===== src/hw/rtl/csvfs_pkg.sv =====
package csvfs_pkg;

    // Largest number of fields a record may hold; the index saturates below it.
    localparam int MAX_FIELDS = 256;
    localparam int FIELD_CAP  = ((MAX_FIELDS - 1) < 255) ? (MAX_FIELDS - 1) : 255;

    localparam logic [7:0] QUOTE_CH      = 8'h22;
    localparam logic [7:0] CR_CH         = 8'h0D;
    localparam logic [7:0] LF_CH         = 8'h0A;
    localparam logic [7:0] SEPARATOR_RST = 8'h2C;

    typedef enum logic [2:0] {
        MODE_START  = 3'd0,
        MODE_PLAIN  = 3'd1,
        MODE_QUOTED = 3'd2,
        MODE_QSEEN  = 3'd3,
        MODE_TAIL   = 3'd4
    } t_mode;

    typedef enum logic [1:0] {
        KIND_DATA   = 2'd0,
        KIND_FIELD  = 2'd1,
        KIND_RECORD = 2'd2,
        KIND_EMPTY  = 2'd3
    } t_kind;

    // One input beat as held in the input register.
    typedef struct packed {
        logic [7:0] in_byte;
        logic       end_of_input;
    } t_in_beat;

    // One result beat as held in the result register.
    typedef struct packed {
        t_kind      out_kind;
        logic [7:0] out_char;
        logic [7:0] field_number;
        logic       is_header;
    } t_result;

endpackage


===== src/hw/rtl/csvfs_in_if.sv =====
interface csvfs_in_if;
    logic       valid;
    logic       ready;
    logic [7:0] in_byte;
    logic       end_of_input;

    modport source (output valid, output in_byte, output end_of_input, input ready);
    modport sink   (input valid, input in_byte, input end_of_input, output ready);
endinterface


===== src/hw/rtl/csvfs_out_if.sv =====
interface csvfs_out_if;
    logic       valid;
    logic       ready;
    logic [1:0] out_kind;
    logic [7:0] out_char;
    logic [7:0] field_number;
    logic       is_header;

    modport source (
        output valid, output out_kind, output out_char, output field_number,
        output is_header, input ready
    );
    modport sink (
        input valid, input out_kind, input out_char, input field_number,
        input is_header, output ready
    );
endinterface


===== src/hw/rtl/csv_field_splitter.sv =====
// A beat passes through the input register and then the result register before it leaves.
// Throughput: one input beat per cycle unless stalled; a beat gives zero or one result beat.
// The parser state is updated only as a beat moves from the input to the result register.
// Reset is synchronous and active low: it empties both registers, returns the parser to
// field start of a header record and sets the separator to a comma.
module csv_field_splitter (
    input  logic              i_clk,
    input  logic              i_rst_n,
    csvfs_in_if.sink          i_in,
    csvfs_out_if.source       o_out,
    input  logic              i_cfg_wr_en,
    input  logic [7:0]        i_cfg_wr_data
);

    logic                r_in_valid;
    csvfs_pkg::t_in_beat r_in_beat;
    logic                r_out_valid;
    csvfs_pkg::t_result  r_out;
    logic [7:0]          r_separator;

    logic                out_free;
    logic                step;
    logic                res_valid;
    csvfs_pkg::t_result  res;

    // The result register can load when empty or being drained this cycle.
    assign out_free   = !r_out_valid || o_out.ready;
    assign step       = r_in_valid && out_free;
    assign i_in.ready = !r_in_valid || out_free;

    // Separator register.
    always_ff @(posedge i_clk) begin
        if (!i_rst_n) begin
            r_separator <= csvfs_pkg::SEPARATOR_RST;
        end else if (i_cfg_wr_en) begin
            r_separator <= i_cfg_wr_data;
        end
    end

    // Input register.
    always_ff @(posedge i_clk) begin
        if (!i_rst_n) begin
            r_in_valid <= 1'b0;
        end else if (i_in.ready) begin
            r_in_valid <= i_in.valid;
        end
    end

    always_ff @(posedge i_clk) begin
        if (i_in.ready && i_in.valid) begin
            r_in_beat.in_byte      <= i_in.in_byte;
            r_in_beat.end_of_input <= i_in.end_of_input;
        end
    end

    csvfs_parser u_parser (
        .i_clk       (i_clk),
        .i_rst_n     (i_rst_n),
        .i_step      (step),
        .i_beat      (r_in_beat),
        .i_separator (r_separator),
        .o_res_valid (res_valid),
        .o_res       (res)
    );

    // Result register.
    always_ff @(posedge i_clk) begin
        if (!i_rst_n) begin
            r_out_valid <= 1'b0;
        end else if (out_free) begin
            r_out_valid <= step && res_valid;
        end
    end

    always_ff @(posedge i_clk) begin
        if (step && res_valid) begin
            r_out <= res;
        end
    end

    assign o_out.valid        = r_out_valid;
    assign o_out.out_kind     = r_out.out_kind;
    assign o_out.out_char     = r_out.out_char;
    assign o_out.field_number = r_out.field_number;
    assign o_out.is_header    = r_out.is_header;

endmodule


===== src/hw/rtl/csvfs_parser.sv =====
module csvfs_parser (
    input  logic               i_clk,
    input  logic               i_rst_n,
    input  logic               i_step,
    input  csvfs_pkg::t_in_beat i_beat,
    input  logic [7:0]         i_separator,
    output logic               o_res_valid,
    output csvfs_pkg::t_result o_res
);

    csvfs_pkg::t_mode r_mode, n_mode;
    logic             r_prev_cr, n_prev_cr;
    logic             r_has_data, n_has_data;
    logic [7:0]       r_field_cnt, n_field_cnt;
    logic             r_hdr_done, n_hdr_done;

    logic [7:0] c;
    logic       eoi;
    logic       is_eol;
    logic       swallow_lf;
    logic       is_quote;
    logic       is_sep;
    logic       cnt_inc;

    // Byte classification shared by both combinational blocks.
    assign c          = i_beat.in_byte;
    assign eoi        = i_beat.end_of_input;
    assign is_eol     = (c == csvfs_pkg::CR_CH) || (c == csvfs_pkg::LF_CH);
    assign swallow_lf = (c == csvfs_pkg::LF_CH) && r_prev_cr;
    assign is_quote   = (c == csvfs_pkg::QUOTE_CH);
    assign is_sep     = (c == i_separator);
    assign cnt_inc    = (r_field_cnt < 8'(csvfs_pkg::FIELD_CAP));

    // Next state of the mode machine and its counters.
    always_comb begin
        n_mode      = r_mode;
        n_prev_cr   = r_prev_cr;
        n_has_data  = r_has_data;
        n_field_cnt = r_field_cnt;
        n_hdr_done  = r_hdr_done;
        if (eoi) begin
            n_prev_cr   = 1'b0;
            n_mode      = csvfs_pkg::MODE_START;
            n_has_data  = 1'b0;
            n_field_cnt = 8'd0;
            n_hdr_done  = 1'b1;
        end else if (is_eol) begin
            n_prev_cr = (c == csvfs_pkg::CR_CH);
            if (!swallow_lf) begin
                n_mode      = csvfs_pkg::MODE_START;
                n_has_data  = 1'b0;
                n_field_cnt = 8'd0;
                n_hdr_done  = 1'b1;
            end
        end else begin
            n_prev_cr  = 1'b0;
            n_has_data = 1'b1;
            unique case (r_mode)
                csvfs_pkg::MODE_START: begin
                    if (is_quote) begin
                        n_mode = csvfs_pkg::MODE_QUOTED;
                    end else if (is_sep) begin
                        n_mode = csvfs_pkg::MODE_START;
                        if (cnt_inc) n_field_cnt = r_field_cnt + 8'd1;
                    end else begin
                        n_mode = csvfs_pkg::MODE_PLAIN;
                    end
                end
                csvfs_pkg::MODE_QUOTED: begin
                    if (is_quote) n_mode = csvfs_pkg::MODE_QSEEN;
                end
                csvfs_pkg::MODE_QSEEN: begin
                    if (is_quote) begin
                        n_mode = csvfs_pkg::MODE_QUOTED;
                    end else if (is_sep) begin
                        n_mode = csvfs_pkg::MODE_START;
                        if (cnt_inc) n_field_cnt = r_field_cnt + 8'd1;
                    end else begin
                        n_mode = csvfs_pkg::MODE_TAIL;
                    end
                end
                default: begin
                    // Plain field or copied tail after a closing quote.
                    if (is_sep) begin
                        n_mode = csvfs_pkg::MODE_START;
                        if (cnt_inc) n_field_cnt = r_field_cnt + 8'd1;
                    end
                end
            endcase
        end
    end

    // Result of the current beat, if it produces one.
    always_comb begin
        o_res_valid        = 1'b0;
        o_res.out_kind     = csvfs_pkg::KIND_DATA;
        o_res.out_char     = 8'd0;
        o_res.field_number = r_field_cnt;
        o_res.is_header    = !r_hdr_done;
        if (eoi) begin
            o_res_valid    = r_has_data;
            o_res.out_kind = csvfs_pkg::KIND_RECORD;
        end else if (is_eol) begin
            o_res_valid = !swallow_lf;
            if (r_has_data) begin
                o_res.out_kind = csvfs_pkg::KIND_RECORD;
            end else begin
                o_res.out_kind     = csvfs_pkg::KIND_EMPTY;
                o_res.field_number = 8'd0;
            end
        end else begin
            unique case (r_mode)
                csvfs_pkg::MODE_START,
                csvfs_pkg::MODE_QSEEN: begin
                    // A quote here opens a field silently in start mode; after a closing quote,
                    // a second quote is a doubled quote, which gives one quote.
                    if (is_quote) begin
                        o_res_valid    = (r_mode == csvfs_pkg::MODE_QSEEN);
                        o_res.out_char = c;
                    end else if (is_sep) begin
                        o_res_valid    = 1'b1;
                        o_res.out_kind = csvfs_pkg::KIND_FIELD;
                    end else begin
                        o_res_valid    = 1'b1;
                        o_res.out_char = c;
                    end
                end
                csvfs_pkg::MODE_QUOTED: begin
                    o_res_valid    = !is_quote;
                    o_res.out_char = c;
                end
                default: begin
                    o_res_valid = 1'b1;
                    if (is_sep) begin
                        o_res.out_kind = csvfs_pkg::KIND_FIELD;
                    end else begin
                        o_res.out_char = c;
                    end
                end
            endcase
        end
    end

    // State registers advance once per beat taken from the input register.
    always_ff @(posedge i_clk) begin
        if (!i_rst_n) begin
            r_mode      <= csvfs_pkg::MODE_START;
            r_prev_cr   <= 1'b0;
            r_has_data  <= 1'b0;
            r_field_cnt <= 8'd0;
            r_hdr_done  <= 1'b0;
        end else if (i_step) begin
            r_mode      <= n_mode;
            r_prev_cr   <= n_prev_cr;
            r_has_data  <= n_has_data;
            r_field_cnt <= n_field_cnt;
            r_hdr_done  <= n_hdr_done;
        end
    end

endmodule

===== src/flat_wrapper.sv =====
// flat-port wrapper written by rule: the top's interface ports become plain ports
module csv_field_splitter_flat 
  (i_clk, i_rst_n, i_cfg_wr_en, i_cfg_wr_data, i_in_valid, i_in_in_byte, i_in_end_of_input, i_in_ready, o_out_valid, o_out_out_kind, o_out_out_char, o_out_field_number, o_out_is_header, o_out_ready);
  csvfs_in_if i_in_i ();
  csvfs_out_if o_out_i ();
  input  logic i_clk;
  input  logic i_rst_n;
  input  logic i_cfg_wr_en;
  input  logic [7:0] i_cfg_wr_data;
  input wire logic [$bits(i_in_i.valid)-1:0] i_in_valid;
  input wire logic [$bits(i_in_i.in_byte)-1:0] i_in_in_byte;
  input wire logic [$bits(i_in_i.end_of_input)-1:0] i_in_end_of_input;
  output wire logic [$bits(i_in_i.ready)-1:0] i_in_ready;
  output wire logic [$bits(o_out_i.valid)-1:0] o_out_valid;
  output wire logic [$bits(o_out_i.out_kind)-1:0] o_out_out_kind;
  output wire logic [$bits(o_out_i.out_char)-1:0] o_out_out_char;
  output wire logic [$bits(o_out_i.field_number)-1:0] o_out_field_number;
  output wire logic [$bits(o_out_i.is_header)-1:0] o_out_is_header;
  input wire logic [$bits(o_out_i.ready)-1:0] o_out_ready;
  assign i_in_i.valid = i_in_valid;
  assign i_in_i.in_byte = i_in_in_byte;
  assign i_in_i.end_of_input = i_in_end_of_input;
  assign i_in_ready = i_in_i.ready;
  assign o_out_valid = o_out_i.valid;
  assign o_out_out_kind = o_out_i.out_kind;
  assign o_out_out_char = o_out_i.out_char;
  assign o_out_field_number = o_out_i.field_number;
  assign o_out_is_header = o_out_i.is_header;
  assign o_out_i.ready = o_out_ready;
  csv_field_splitter u_core (.i_clk(i_clk), .i_rst_n(i_rst_n), .i_in(i_in_i), .o_out(o_out_i), .i_cfg_wr_en(i_cfg_wr_en), .i_cfg_wr_data(i_cfg_wr_data));
endmodule

===== config.mk =====
export PLATFORM = sky130hd
export DESIGN_NAME = csv_field_splitter_flat
export DESIGN_NICKNAME = d
export VERILOG_FILES = /design/src/hw/rtl/csvfs_pkg.sv /design/src/hw/rtl/csvfs_in_if.sv /design/src/hw/rtl/csvfs_out_if.sv /design/src/hw/rtl/csv_field_splitter.sv /design/src/hw/rtl/csvfs_parser.sv /design/src/flat_wrapper.sv
export SDC_FILE = /design/constraint.sdc
export NUM_CORES = 1
export LEC_CHECK = 0
export ABC_AREA = 1
export BUFFER_PORTS_ARGS = -buffer_cell sky130_fd_sc_hd__buf_2
export CAP_MARGIN = 20
export CELL_PAD_IN_SITES_DETAIL_PLACEMENT = 0
export CELL_PAD_IN_SITES_GLOBAL_PLACEMENT = 2
export CORE_MARGIN = 2
export CORE_UTILIZATION = 30
export CTS_CLUSTER_DIAMETER = 100
export CTS_CLUSTER_SIZE = 16
export DETAILED_ROUTE_END_ITERATION = 8
export PLACE_DENSITY = 0.82
export SYNTH_ARGS = -nofsm -noshare
export SYNTH_HDL_FRONTEND = slang
export SYNTH_HIERARCHICAL = 1
export SYNTH_SLANG_ARGS = --single-unit

===== constraint.sdc =====
create_clock -name i_clk -period 2.96 [get_ports i_clk]
set_clock_uncertainty 0.05 [all_clocks]
set_input_delay 0 -clock i_clk [delete_from_list [all_inputs] [get_ports i_clk]]
set_output_delay 0 -clock i_clk [all_outputs]
set_load 0.005 [all_outputs]

# Yosys cells after proc, flatten, opt, wreduce, memory -nomap -nowiden
# Cells that the tools add are included.
dict set report classes {
  eq_ne 11
  muxes 40
  addsub 1
  n_lt_le_gt_ge 1
  n_reduce_logical 21
}
# op count
set ops {}
lappend ops {{$mux W8} 11}
lappend ops {{$pmux W8 S2} 2}
lappend ops {{$mux W3} 7}
lappend ops {{$eq A8 B4 Y1 const B} 2}
lappend ops {{$mux W1} 14}
lappend ops {{$pmux W3 S3} 1}
lappend ops {{$add A8 B1 Y8 const B} 1}
lappend ops {{$eq A8 B6 Y1 const B} 1}
lappend ops {{$eq A8 B8 Y1} 1}
lappend ops {{$lt A8 B8 Y1 const B} 1}
lappend ops {{$ne A4 B3 Y1 const B} 2}
lappend ops {{$reduce_and A4 Y1} 2}
lappend ops {{$eq A3 B2 Y1 const B} 2}
lappend ops {{$mux W2} 3}
lappend ops {{$ne A3 B2 Y1 const B} 2}
lappend ops {{$reduce_bool A6 Y1} 1}
lappend ops {{$logic_not A1 Y1} 5}
lappend ops {{$logic_and A1 B1 Y1} 4}
lappend ops {{$pmux W2 S2} 1}
lappend ops {{$reduce_or A2 Y1} 2}
lappend ops {{$logic_not A3 Y1} 1}
lappend ops {{$logic_or A1 B1 Y1} 3}
lappend ops {{$reduce_and A3 Y1} 1}
lappend ops {{$ne A2 B1 Y1 const B} 1}
lappend ops {{3 further kinds} 3}
dict set report word_totals {
  regBits 52
}

# Logic depth before layout (Yosys ltp)
# Gate-level depths: netlist (run 1).
dict set report logic_depth {
  depth_word 7
  depth_mapped 12
  mapped_depth_nobuf 12
}

# Cells and area by module
# The synthesis (run 1) kept the hierarchy.
# mod area_per_inst_um2 n_inst cells_each seq_area_each_um2
set by_module_without_submodules {}
lappend by_module_without_submodules {csvfs_parser 1310.0 1 226 280.3}
lappend by_module_without_submodules {csv_field_splitter 1239.9 1 80 1041.0}

# Least setup slack after synthesis (run 1)
# OpenSTA, ideal clock, no wires.
dict set report synth_timing {
  kind {reg-to-reg}
  start {register u_core/r_in_beat[2] (netlist bit)}
  end {register u_core.r_out, in the netlist u_core/o_out.field_number[0], enable pin}
  period_less_slack_ns 2.801
  arrival_time_ns 2.332
  stages_incl_launch_ff 10
  setup_slack_ns 0.159
  path_cell_list {edfxtp_1 -> inv_2 -> nor2_4 -> nand3_1 -> nor2_2 -> nand2_1 -> o211ai_1 -> o21ai_0 -> inv_1 -> nor3_1}
}
dict set report synth_via {
  elab_chain_len 6
  word_cells_on_any_way 12
  classes_between {3 x eq/ne; 4 x mux; 5 x reduce/logical}
}
# element line
set synth_lines {}
lappend synth_lines {{from (decl)} csv_field_splitter.sv:16} ;# csvfs_pkg::t_in_beat r_in_beat;
lappend synth_lines {{$eq A8 B6 Y1 or $eq A8 B4 Y1 (tied branches)} {csvfs_parser.sv:30, csvfs_parser.sv:28, csvfs_parser.sv:29}}
lappend synth_lines {{$mux W1, or another cell as far along} csvfs_parser.sv:117} ;# if (is_quote) begin
lappend synth_lines {{$pmux W1 S2 or $logic_not A1 Y1 (tied branches)} {csvfs_parser.sv:112, csvfs_parser.sv:104}}
lappend synth_lines {{$mux W1 (*)} csvfs_parser.sv:103} ;# end else if (is_eol) begin
lappend synth_lines {{$mux W1 (*)} csvfs_parser.sv:100} ;# if (eoi) begin
lappend synth_lines {{via u_core.res_valid} csv_field_splitter.sv:23} ;# logic res_valid;
lappend synth_lines {{$logic_and A1 B1 Y1 (*)} csv_field_splitter.sv:76} ;# if (step && res_valid) begin
lappend synth_lines {{to (signal assigned)} csv_field_splitter.sv:77} ;# r_out <= res;
lappend synth_lines {{to (decl)} csv_field_splitter.sv:18} ;# csvfs_pkg::t_result r_out;
# The timed path passes the listed nets; every way through them passes the cells marked *.
# A chain may end at the register's enable or synchronous reset.

# Worst setup path in the final report (run 1)
dict set report layout_timing {
  start {register u_core/r_in_beat[2] (netlist bit)}
  end {register u_core.r_out, in the netlist u_core/o_out.out_char[2] (data pin)}
}
dict set report layout_via {
  elab_chain_len 4
  word_cells_on_any_way 9
  classes_between {4 x eq/ne; 3 x mux; 2 x reduce/logical}
}
# element line
set layout_lines {}
lappend layout_lines {{$eq A8 B8 Y1} csvfs_parser.sv:31} ;# assign is_sep = (c == i_separator);
lappend layout_lines {{$mux W8} {csvfs_parser.sv:120, csvfs_parser.sv:134}}
lappend layout_lines {{$mux W8} csvfs_parser.sv:117}
lappend layout_lines {{$pmux W8 S2} csvfs_parser.sv:112} ;# unique case (r_mode)
# Several ways; a longest one is shown, not always the timed one.

==> results of run 1 <==
state kept, by name (all words and copies together), names as in the netlist:
| name | cells |
|---|---|
| u_core/r_in_beat | 9 |
| u_core/o_out.field_number | 8 |
| u_core/o_out.out_char | 8 |
| u_core/r_separator | 8 |
| u_core/u_parser/r_field_cnt | 8 |
| u_core/u_parser/r_mode | 3 |
| u_core/o_out.out_kind | 2 |
| u_core/o_out.is_header | 1 |
| u_core/o_out.valid | 1 |
| u_core/r_in_valid | 1 |
| u_core/u_parser/r_has_data | 1 |
| u_core/u_parser/r_hdr_done | 1 |
| u_core/u_parser/r_prev_cr | 1 |
path summary, 6_finish.rpt:
path	startpoint	endpoint	depth (start not counted)	slack (ns)
worst max-delay path	u_core/r_in_beat[2]$_DFFE_PP_	u_core/o_out.out_char[2]$_DFFE_PP_	8	0.94
worst min-delay path	o_out_ready	u_core/o_out.valid$_SDFFE_PN0P_	6	0.02
worst max register to register	u_core/r_in_beat[2]$_DFFE_PP_	u_core/o_out.out_char[2]$_DFFE_PP_	8	0.94
worst min register to register	u_core/u_parser/r_hdr_done$_SDFFE_PN0P_	u_core/u_parser/r_hdr_done$_SDFFE_PN0P_	2	0.41
report_power, final:
part	internal [W]	switching [W]	leakage, nW	total, W
sequential	0.000795	0.0000273	0.468	0.000823
combinational	0.0000779	0.000104	0.875	0.000182
clock	0.000253	0.000229	0.0524	0.000482
total	0.00113	0.000360	1.40	0.00149
worst min-delay path, stage by stage:
cell and delay [ns]:
buf_2 0.07, inv_1 0.04, nand2_1 0.07, o21ai_1 0.07
nand2_1 0.05, inv_1 0.03
through the flow:
stage | utilization [%] | worst slack [ns] | total power (W)
final | 38.4 | 0.938 | 0.00149
after detailed placement | 34.8 | 0.914 | 0.00100
after global placement | 34.8 | 0.945 | 0.00100
after global routing | 38.4 | 0.706 | 0.00157
after floorplan | - | 0.159 | 0.000951
after CTS | 38.4 | 0.900 | 0.00151
logic make-up (layout without fill, tap and decap cells):
| logic type | count (synthesis) | after routing | share of synthesized area [%] |
|---|---|---|---|
| DFF | 52 | 52 | 51.8 |
| and+or+nand+nor | 172 | 172 | 31.8 |
| AOI/OAI and AO/OA | 28 | 28 | 5.99 |
| adders and majority gates | 1 | 1 | 0.491 |
| buffers and inverters | 50 | 115 | 8.83 |
| xor gates and xnor gates | 3 | 3 | 1.03 |
area by class of cell:
| cell class | instances | area [um^2] |
|---|---|---|
| fillers | 860 | 5060 |
| well taps | 105 | 131 |
| clock inverters | 1 | 30.0 |
| inverters | 45 | 179 |
| repair buffers | 62 | 408 |
| multi-input cells | 204 | 1010 |
| flip-flops and latches | 52 | 1320 |
| clock buffers | 7 | 76.3 |
placed cells by master (no fill, tap or decap), types with 3 or more instances in the layout:
master	n
nand4_1	6
nor2_2	5
nor2_4	4
o21ai_0	4
clkbuf_8	5
nand2_1	65
buf_2	42
a21oi_1	13
dfxtp_1	24
inv_1	41
edfxtp_1	28
nor3_1	3
o21ai_1	5
dlygate4sd3_1	19
xnor2_1	3
nor2_1	43
nand3_1	33
repair_timing:
item                                   4_1_cts  5_1_grt
resized for setup                            0        0
endpoints found under the hold margin       18        0
hold buffers                                19        0
metal layers:
| layer | track usage, % | wire length, um |
|---|---|---|
| met5 | 0 | 0 |
| met4 | 3.57 | 46 |
| met3 | 2.35 | 158 |
| met2 | 23.3 | 2750 |
| met1 | 18.3 | 2930 |
==> impl_results.md, run 1 <==
- Outcome: finished, final reports clean
- Endpoint type of the worst setup path: register
- Slew HR: 65.1%
- Fin crit share: 68.3%
- Commonest cells in the synthesized netlist: 65 x nand2_1, 43 x nor2_1, 41 x inv_1
- # IOs: 43
- Drt pass-1 iters: 4
- Worst Setup Path Type: register to register
- Final Non-Filler Cells: 476
- Number of synthesized flops with an enable pin: 28
- Dpl cell area: 0.00286 mm^2
- Critical path startpoint category: register
- Post-DR vias/cell: 4.41
- Final min period: between 2 and 2.5 ns
- Cell with the most instances after synthesis: nand2_1
- Top cell type's share of synthesized area: 33.0%
- RSZ-0062 raised after global routing: false
- DR vias: 2100
- DRC: 0
- Starting Density: 31.0%
- Leading area contributor after synthesis: edfxtp_1
- Top cells by area, synth: edfxtp_1 33%, dfxtp_1 19%, nand2_1 9.6%, nand3_1 6.5%, nor2_1 6.3%
- Worst EP required: 2.96 ns
- Setup TNS: 0 ns
- Number of buffers created by CTS: 5
- Routability congestion estimate: 0.764
- Cell Rows: 33
- Cell family with most CP delay: simple AND/OR/NAND/NOR gates
- Seq cells post-synth: 52
- Hold Vio Cnt, Final: 0
- CTS H-tree lvls: 2
- N_diodes: 0
- Synthesis-to-finish area growth: 23.7%
- Post-CTS setup buffer count: 0
- Antenna violations before repair: 0
- Slew Limit Fails: 0
- PortBufs: 42
- Root Driver: clkbuf_8
- DR iter-0 viols: 96
- Critical path, cell by cell: inv_2, nand2_1, nand2_1, nand2_1, nor2_1, nand2_1, o211ai_1, nor2_1
- GRT overflow: 0
- Max Cap Viol: 0
- Syn_area_per_cell: 8.33 um^2
- Floorplan core area: 0.00822 mm^2
- Seq/Total Area, Yosys: 51.8%
- Clock Latency Late Sink: 0.30 ns
- Async set-reset flop share out of synthesis: 0%
- Hpwl dp: 4220 um
- CP max stage delay: 0.49 ns
- Routed Antenna Nets: 0
- Maximum number of pins on one net before global-route repair: 21
- Die Wd: around 96 um
- Die Area: 0.00925 mm^2
- Post-DR wirelength/cell: 12.4 um
- CP most frequent cell: nand2_1
- Clock Sinks: 52
- GR Util All Layers: 13.8%
- Wirelength, routed: approximately 5900 um
- Clock tree from TritonCTS: built
- First-pass GRT wire length: ~10000 um
- Synth Net Count: 329
- Fin Hold WS: between 0.02 and 0.025 ns
- Count of cell types in the netlist: 33
- Crit path buf inv count: 1
- Syn Inst Count: slightly above 300
- Slowest stage cell, crit path: edfxtp_1
- Die height: 96.2 um
- Most used flip-flop cell after synthesis: edfxtp_1
- CP Max Fanout: 7
- Layout cells sized above 1: between 15 and 20%
- Clock Tree Buf Depth: 2
- Clk pin slew, worst setup/hold paths: 0.09 ns
- Nets: 393
- Vias in the first global route: slightly above 2000
- Final Cell Area: 0.00315 mm^2
- Leakage Power: 1.40 nW
- Power per standard cell area: between 400 and 500 mW/mm^2
- Final setup fails: 0
- Worst Path Arrival: around 2.0 ns
- Peak Freq: 494 MHz
- Synthesized area: 0.00255 mm^2
- Hold/Removal Path Class: input pin to register
- Synth Warn #: 6
- Max IR drop VDD: 191 uV
- Dpl cells: 449
- Slew @ Worst Pin: approximately 0.52 ns
No activity file was read; power rests on OpenSTA's default activity.
==> run 2, diff against run 1 <==
==> constraint.sdc (replaced) <==
create_clock -name i_clk -period 1.67 [get_ports i_clk]
set_clock_uncertainty 0.05 [all_clocks]
set_input_delay 0 -clock i_clk [delete_from_list [all_inputs] [get_ports i_clk]]
set_output_delay 0 -clock i_clk [all_outputs]
set_load 0.005 [all_outputs]
==> impl_results.md, run 2 (synthesis gave the netlist of run 1 again) <==
- Outcome: finished, violations left
- Failing checks: setup timing
- DR iter-0 viols: between 70 and 80
- Dpl cells: 492
- Vias in the first global route: 2191
- # IOs: 43
- DR vias: 2404
- Hpwl dp: 4460 um
- Clk pin slew, worst setup/hold paths: roughly 0.090 ns
- Max IR drop VDD: 332 uV
- Final setup fails: 39
- Routed Antenna Nets: 0
- Slew @ Worst Pin: 0.423 ns
- CP Max Fanout: 6
- RR Startpoint: u_core/r_in_beat[3]$_DFFE_PP_
- Die Wd: 96.2 um
- R2R depth: 8
- Clock Sinks: 52
- Hold/Removal Path Class: input pin to register
- Worst Setup Path Type: register to register
- P_sw: 0.000693 W
- Peak Freq: around 560 MHz
- Net Sw Frac: between 20% and 30%
- Maximum number of pins on one net before global-route repair: 21
- Wirelength, routed: approximately 6500 um
- DRC: 0
- Hold depth: 6
- Floorplan core area: 0.00822 mm^2
- Routability congestion estimate: 0.818
- Most common cell after layout, fill and taps aside: nand2_1
- Top reg by flops: u_core/r_in_beat
- Most frequent cells in the layout: 58 x nand2_1, 42 x buf_2, 41 x buf_4
- GRT overflow: 0
- Leakage Power: roughly 1.7 nW
- HP Start: o_out_ready
- Hold Vio Cnt, Final: 0
- GR met3 Demand/Resource: 2.66%
- Global Route met2 Usage: 23.1%
- Reg-to-Reg End: u_core/o_out.out_char[6]$_DFFE_PP_
- Nets: between 400 and 500
- Critical path, cell by cell: buf_6, xnor2_2, nand2_1, nor2_2, nand2_2, o211ai_1, buf_4, nor2_1
- Int Power: 0.00195 W
- Slowest stage cell, crit path: edfxtp_1
- RSZ-0062 raised after global routing: true
- Clock Power Share: a little over a quarter
- Starting Density: 31.0%
- Share of total power in sequential cells: 54.8%
- Antenna violations before repair: 0
- Clock Latency Late Sink: 0.31 ns
- Core Util, Final: 47.2%
- Root Driver: clkbuf_8
- Combinational Power Share: 19.1%
- PortBufs: 42
- Synthesis-to-finish area growth: 52.0%
- Clock tree from TritonCTS: built
- Register-to-Register Setup Slack: -0.11 ns
- Fin crit share: 106%
- GR Util All Layers: 14.4%
- Critical path startpoint category: register
- CP max stage delay: 0.50 ns
- N_diodes: 0
- First-pass GRT wire length: 10200 um
- Clock Tree Buf Depth: 2
- Met1 GRT Util: approximately a fifth
- Die height: about 96 um
- Die Area: 0.00925 mm^2
- Layout cells sized above 1: between 30% and 40%
- Number of buffers created by CTS: 5
- Slew HR: 71.8%
- Fin Hold WS: 0.0225 ns
- Worst Path Arrival: 1.79 ns
- Cell Rows: 33
- Max reg flops: 9
- Endpoint type of the worst setup path: register
- Final Non-Filler Cells: 532
- Max Cap Viol: 0
- Slack of the critical path: -0.106 ns
- Top Usage Layer GRT: met2
- Worst EP required: 1.69 ns
- Drt pass-1 iters: 4
- Hold EP: u_core/o_out.valid$_SDFFE_PN0P_
- Slew Limit Fails: 0
- Post-DR wirelength/cell: 12.2 um
- Post-DR vias/cell: 4.52
- Final min period: 1.78 ns
- Power per standard cell area: between 600 and 700 mW/mm^2
- CTS H-tree lvls: 2
-- run 2: per-layer routing --
layer | vias up | wire length, um | share of wire (%)
li1 | 1236 | - | -
met1 | 1105 | 3050 | 47
met2 | 57 | 3100 | 48
met3 | 6 | 274 | 4.2
met4 | 0 | 83 | 1.3
met5 | - | 0 | 0
-- run 2: final cells by class --
| class | count | area (um^2) |
|---|---|---|
| inverters | 45 | 184 |
| clock inverters | 1 | 3.75 |
| repair buffers | 117 | 917 |
| clock buffers | 7 | 76.3 |
| flip-flops and latches | 52 | 1320 |
| multi-input cells | 205 | 1240 |
| fillers | 805 | 4340 |
| well taps | 105 | 131 |
-- run 2: worst max path at each step --
stage | startpoint | to | cells after the start
after floorplan | u_core/r_in_beat[2]$_DFFE_PP_ | u_core/o_out.field_number[0]$_DFFE_PP_ | 9
after global placement | u_core/r_in_beat[2]$_DFFE_PP_ | u_core/o_out.field_number[7]$_DFFE_PP_ | 9
after detailed placement | u_core/r_in_beat[2]$_DFFE_PP_ | u_core/o_out.out_char[0]$_DFFE_PP_ | 9
after CTS | u_core/r_in_beat[6]$_DFFE_PP_ | u_core/o_out.out_char[0]$_DFFE_PP_ | 10
after global routing | u_core/r_in_beat[3]$_DFFE_PP_ | u_core/o_out.out_char[0]$_DFFE_PP_ | 8
final | u_core/r_in_beat[3]$_DFFE_PP_ | u_core/o_out.out_char[6]$_DFFE_PP_ | 8
-- run 2: critical path: cells and delay by family (launching register included) --
kind	cells	cell delay, ns
flops	1	0.50
buf+inv	2	0.35
simple gates	4	0.35
compound gates	1	0.19
xor+xnor	1	0.11
-- run 2: power groups by stage --
stage / clock (W) / sequential (W) / combinational (W)
after floorplan: 0 / 0.00148 / 0.000212
after global placement: 0 / 0.00148 / 0.000376
after detailed placement: 0 / 0.00148 / 0.000376
after CTS: 0.000716 / 0.00145 / 0.000453
after global routing: 0.000768 / 0.00146 / 0.000559
final: 0.000690 / 0.00145 / 0.000506
-- run 2: metrics by stage --
stage          worst slack (ns)  power [W]  setup TNS (ns)  cell area [um^2]
6_report                 -0.106    0.00265           -2.68              3870
5_1_grt                  -0.210    0.00278           -6.24              3870
4_1_cts                 -0.0685    0.00262           -1.45              3650
3_5_place_dp             -0.444    0.00185          -11.44              3200
3_3_place_gp             -0.380    0.00185           -9.54              3200
2_1_floorplan            -0.225    0.00169           -4.28              2570
-- run 2: repair_timing --
action                                  4_1_cts  5_1_grt
setup buffers                                 5        6
endpoints found under the hold margin        18        0
pin swaps                                    11       20
gates cloned                                  0        2
endpoints found under the setup margin       48       50
hold buffers                                 19        0
resized for setup                            31       32
==> run 3, diff against run 2 <==
--- a/config.mk
+++ b/config.mk
@@ -5,17 +5,16 @@
 export SDC_FILE = /design/constraint.sdc
 export NUM_CORES = 1
 export LEC_CHECK = 0
-export ABC_AREA = 1
 export BUFFER_PORTS_ARGS = -buffer_cell sky130_fd_sc_hd__buf_2
 export CAP_MARGIN = 20
 export CELL_PAD_IN_SITES_DETAIL_PLACEMENT = 0
 export CELL_PAD_IN_SITES_GLOBAL_PLACEMENT = 2
 export CORE_MARGIN = 2
-export CORE_UTILIZATION = 30
+export CORE_UTILIZATION = 32
 export CTS_CLUSTER_DIAMETER = 100
 export CTS_CLUSTER_SIZE = 16
 export DETAILED_ROUTE_END_ITERATION = 8
-export PLACE_DENSITY = 0.82
+export PLACE_DENSITY = 0.81
 export SYNTH_ARGS = -nofsm -noshare
 export SYNTH_HDL_FRONTEND = slang
 export SYNTH_HIERARCHICAL = 1
==> impl_results.md, run 3 <==
- CP Max Fanout: 5
- Clock Latency Late Sink: roughly 0.30 ns
- N_diodes: 0
- Seq cells post-synth: 52
- Cell family with most CP delay: simple AND/OR/NAND/NOR gates
- R2R depth: 6
- Power per standard cell area: around 700 mW/mm^2
- Post-DR vias/cell: 4.75
- Hold/Removal Path Class: input pin to register
- Peak Freq: roughly 480 MHz
- Routability congestion estimate: 0.804
- Max reg flops: 9
- Max Cap Viol: 0
- Clock tree from TritonCTS: built
- Die Wd: 90.6 um
- Cell Rows: 31
- Layout cells sized above 1: 43.1%
- Synthesized area: between 0.002 and 0.0025 mm^2
- Setup TNS: -14.18 ns
- Worst Setup Path Type: register to register
- RSZ-0062 raised after global routing: true
- Count of cell types in the netlist: 49
- Seq/Total Area, Yosys: 55.1%
- Max IR drop VDD: around 340 uV
- Drt pass-1 iters: 4
- CTS H-tree lvls: 2
- Hpwl dp: around 4000 um
- DRC: 0
- Crit path buf inv count: 1
- Dpl cell area: 0.00310 mm^2
- Cell with the most instances after synthesis: edfxtp_1
- Final Cell Area: 0.00388 mm^2
- Worst EP required: 1.85 ns
- Antenna violations before repair: 0
- Die height: 90.6 um
- Synth Warn #: 6
- PortBufs: 42
- Power, Total: around 0.0027 W
- Clock Sinks: 52
- Vias in the first global route: 2165
- GRT overflow: 0
- Slack of the critical path: -0.428 ns
- CP Capture Point: u_core/u_parser/r_mode[2]$_SDFFE_PN0P_
- Syn Inst Count: 219
- Failing checks: setup timing
- Synth Net Count: 242
- Die Area: around 0.0082 mm^2
- Clock Tree Buf Depth: 2
- Fin crit share: 126%
- Critical path depth: 6
- Critical Path Source: u_core/r_in_beat[3]$_DFFE_PP_
- Most common cell after layout, fill and taps aside: buf_4
- Root Driver: clkbuf_8
- Leading area contributor after synthesis: edfxtp_1
- Top reg by flops: u_core/r_in_beat
- Nets: 382
- Slew Limit Fails: 0
- Post-DR wirelength/cell: between 10 and 15 um
- Synthesis-to-finish area growth: 61.7%
- Worst Path Arrival: 2.28 ns
- Clk pin slew, worst setup/hold paths: 0.10 ns
- Fin Hold WS: 0.147 ns
- Register-to-Register Setup Slack: -0.43 ns
- Most used flip-flop cell after synthesis: edfxtp_1
- Maximum number of pins on one net before global-route repair: 20
- Most frequent cells in the layout: 55 x buf_4, 42 x buf_2, 28 x dlygate4sd3_1, 28 x edfxtp_1, 24 x dfxtp_1
- DR iter-0 viols: 146
- Hold Vio Cnt, Final: 0
- Wirelength, routed: approximately 6400 um
- Slowest stage cell, crit path: or4_4
- Final min period: 2.10 ns
- Final setup fails: 49
- RR Startpoint: u_core/r_in_beat[3]$_DFFE_PP_
- Dpl cells: 403
- Number of synthesized flops with an enable pin: 28
- Commonest cells in the synthesized netlist: 28 x edfxtp_1, 24 x dfxtp_1, 22 x nand2_1
- GR Util All Layers: 15.7%
- Critical path startpoint category: register
- Leakage Power: 1.53 nW
- Fillcell total: 648
- Top cell type's share of synthesized area: 35.0%
- Routed Antenna Nets: 0
- Final Non-Filler Cells: 459
- Reg-to-Reg End: u_core/u_parser/r_mode[2]$_SDFFE_PN0P_
- Syn_area_per_cell: 11.0 um^2
- First-pass GRT wire length: between 10000 and 15000 um
- Floorplan core area: between 0.007 and 0.008 mm^2
- Slew @ Worst Pin: 0.452 ns
- Critical path, cell by cell: or3b_4, buf_6, nor3_4, o221ai_4, or4_4, a21oi_2
- Slew HR: 69.9%
- DR vias: 2178
- Async set-reset flop share out of synthesis: 0%
- Endpoint type of the worst setup path: register
- Starting Density: around a third
- CP max stage delay: 0.45 ns
- Top cells by area, synth: edfxtp_1 35%, dfxtp_1 20%, nor2b_1 3.6%, nand2_1 3.4%, mux2i_1 3.3%
- Outcome: finished, violations left
- Number of buffers created by CTS: 5
- # IOs: 43
==> run 3: routing by layer <==
layer | vias up | global-route usage (%) | share of wire [%]
met1 | 1028 | 21.0 | 45
met4 | 0 | 4.10 | 0.69
met2 | 56 | 26.6 | 50
met5 | - | 0 | 0
li1 | 1090 | - | -
met3 | 4 | 2.25 | 3.5
==> run 3: how the worst min path moves through the flow <==
stage / from / endpoint / cells after the start
5_1_grt: i_rst_n / u_core/u_parser/r_mode[2]$_SDFFE_PN0P_ / 3
6_report: i_rst_n / u_core/u_parser/r_mode[2]$_SDFFE_PN0P_ / 3
4_1_cts: i_rst_n / u_core/u_parser/r_field_cnt[3]$_SDFFE_PN0P_ / 3
2_1_floorplan: i_in_end_of_input / u_core/r_in_beat[0]$_DFFE_PP_ / 0
3_5_place_dp: i_in_in_byte[3] / u_core/r_in_beat[4]$_DFFE_PP_ / 1
3_3_place_gp: i_in_in_byte[3] / u_core/r_in_beat[4]$_DFFE_PP_ / 1
==> run 3: where the power goes <==
| part | total, W | switching, W | leakage [nW] | internal, W |
|---|---|---|---|---|
| logic | 0.000400 | 0.000176 | 1.02 | 0.000224 |
| clock network | 0.000885 | 0.000433 | 0.0548 | 0.000452 |
| registers | 0.00142 | 0.0000289 | 0.456 | 0.00140 |
==> run 3: layout make-up <==
type                            instances  area (um^2)  share of cell area, %
Multi-Input combinational cell        153         1210                   31.1
Sequential cell                        52         1320                   34.0
Timing Repair Buffer                  138         1080                   27.7
Inverter                                9         36.3                  0.935
Clock inverter                          3         46.3                   1.19
Tap cell                               99          124                   3.19
Clock buffer                            5         68.8                   1.77
==> run 3: per-stage QoR <==
| step | util [%] | worst slack [ns] |
|---|---|---|
| after global placement | 42.7 | -0.443 |
| final | 53.5 | -0.428 |
| after floorplan | - | -0.300 |
| after detailed placement | 42.7 | -0.458 |
| after global routing | 53.5 | -0.494 |
| after CTS | 51.4 | -0.378 |
==> run 3: repair_timing <==
action | in CTS | in global routing
endpoints found under the setup margin | 51 | 52
pin swaps | 15 | 28
hold buffers | 28 | 0
gates resized for setup | 30 | 16
hold endpoints to repair | 19 | 0
setup buffers | 12 | 9
gates cloned | 1 | 0
==> run 3: cell families (layout without fill, tap and decap cells) <==
| group | Yosys count | after routing | synth area share (%) |
|---|---|---|---|
| AND/OR/NAND/NOR | 94 | 95 | 22.8 |
| flip-flops | 52 | 52 | 55.1 |
| AO/OA/AOI/OAI | 41 | 41 | 11.9 |
| buffers and inverters | 15 | 155 | 3.49 |
| XOR/XNOR | 8 | 8 | 2.92 |
| multiplexers | 8 | 8 | 3.34 |
| adder cells (fa/ha/maj) | 1 | 1 | 0.521 |
==> run 3: worst reg2reg max path, cell delays in order (launching register included) <==
cell      delay (ns)
edfxtp_1        0.40
or3b_4          0.42
buf_6           0.15
nor3_4          0.27
o221ai_4        0.16
or4_4           0.45
a21oi_2         0.12
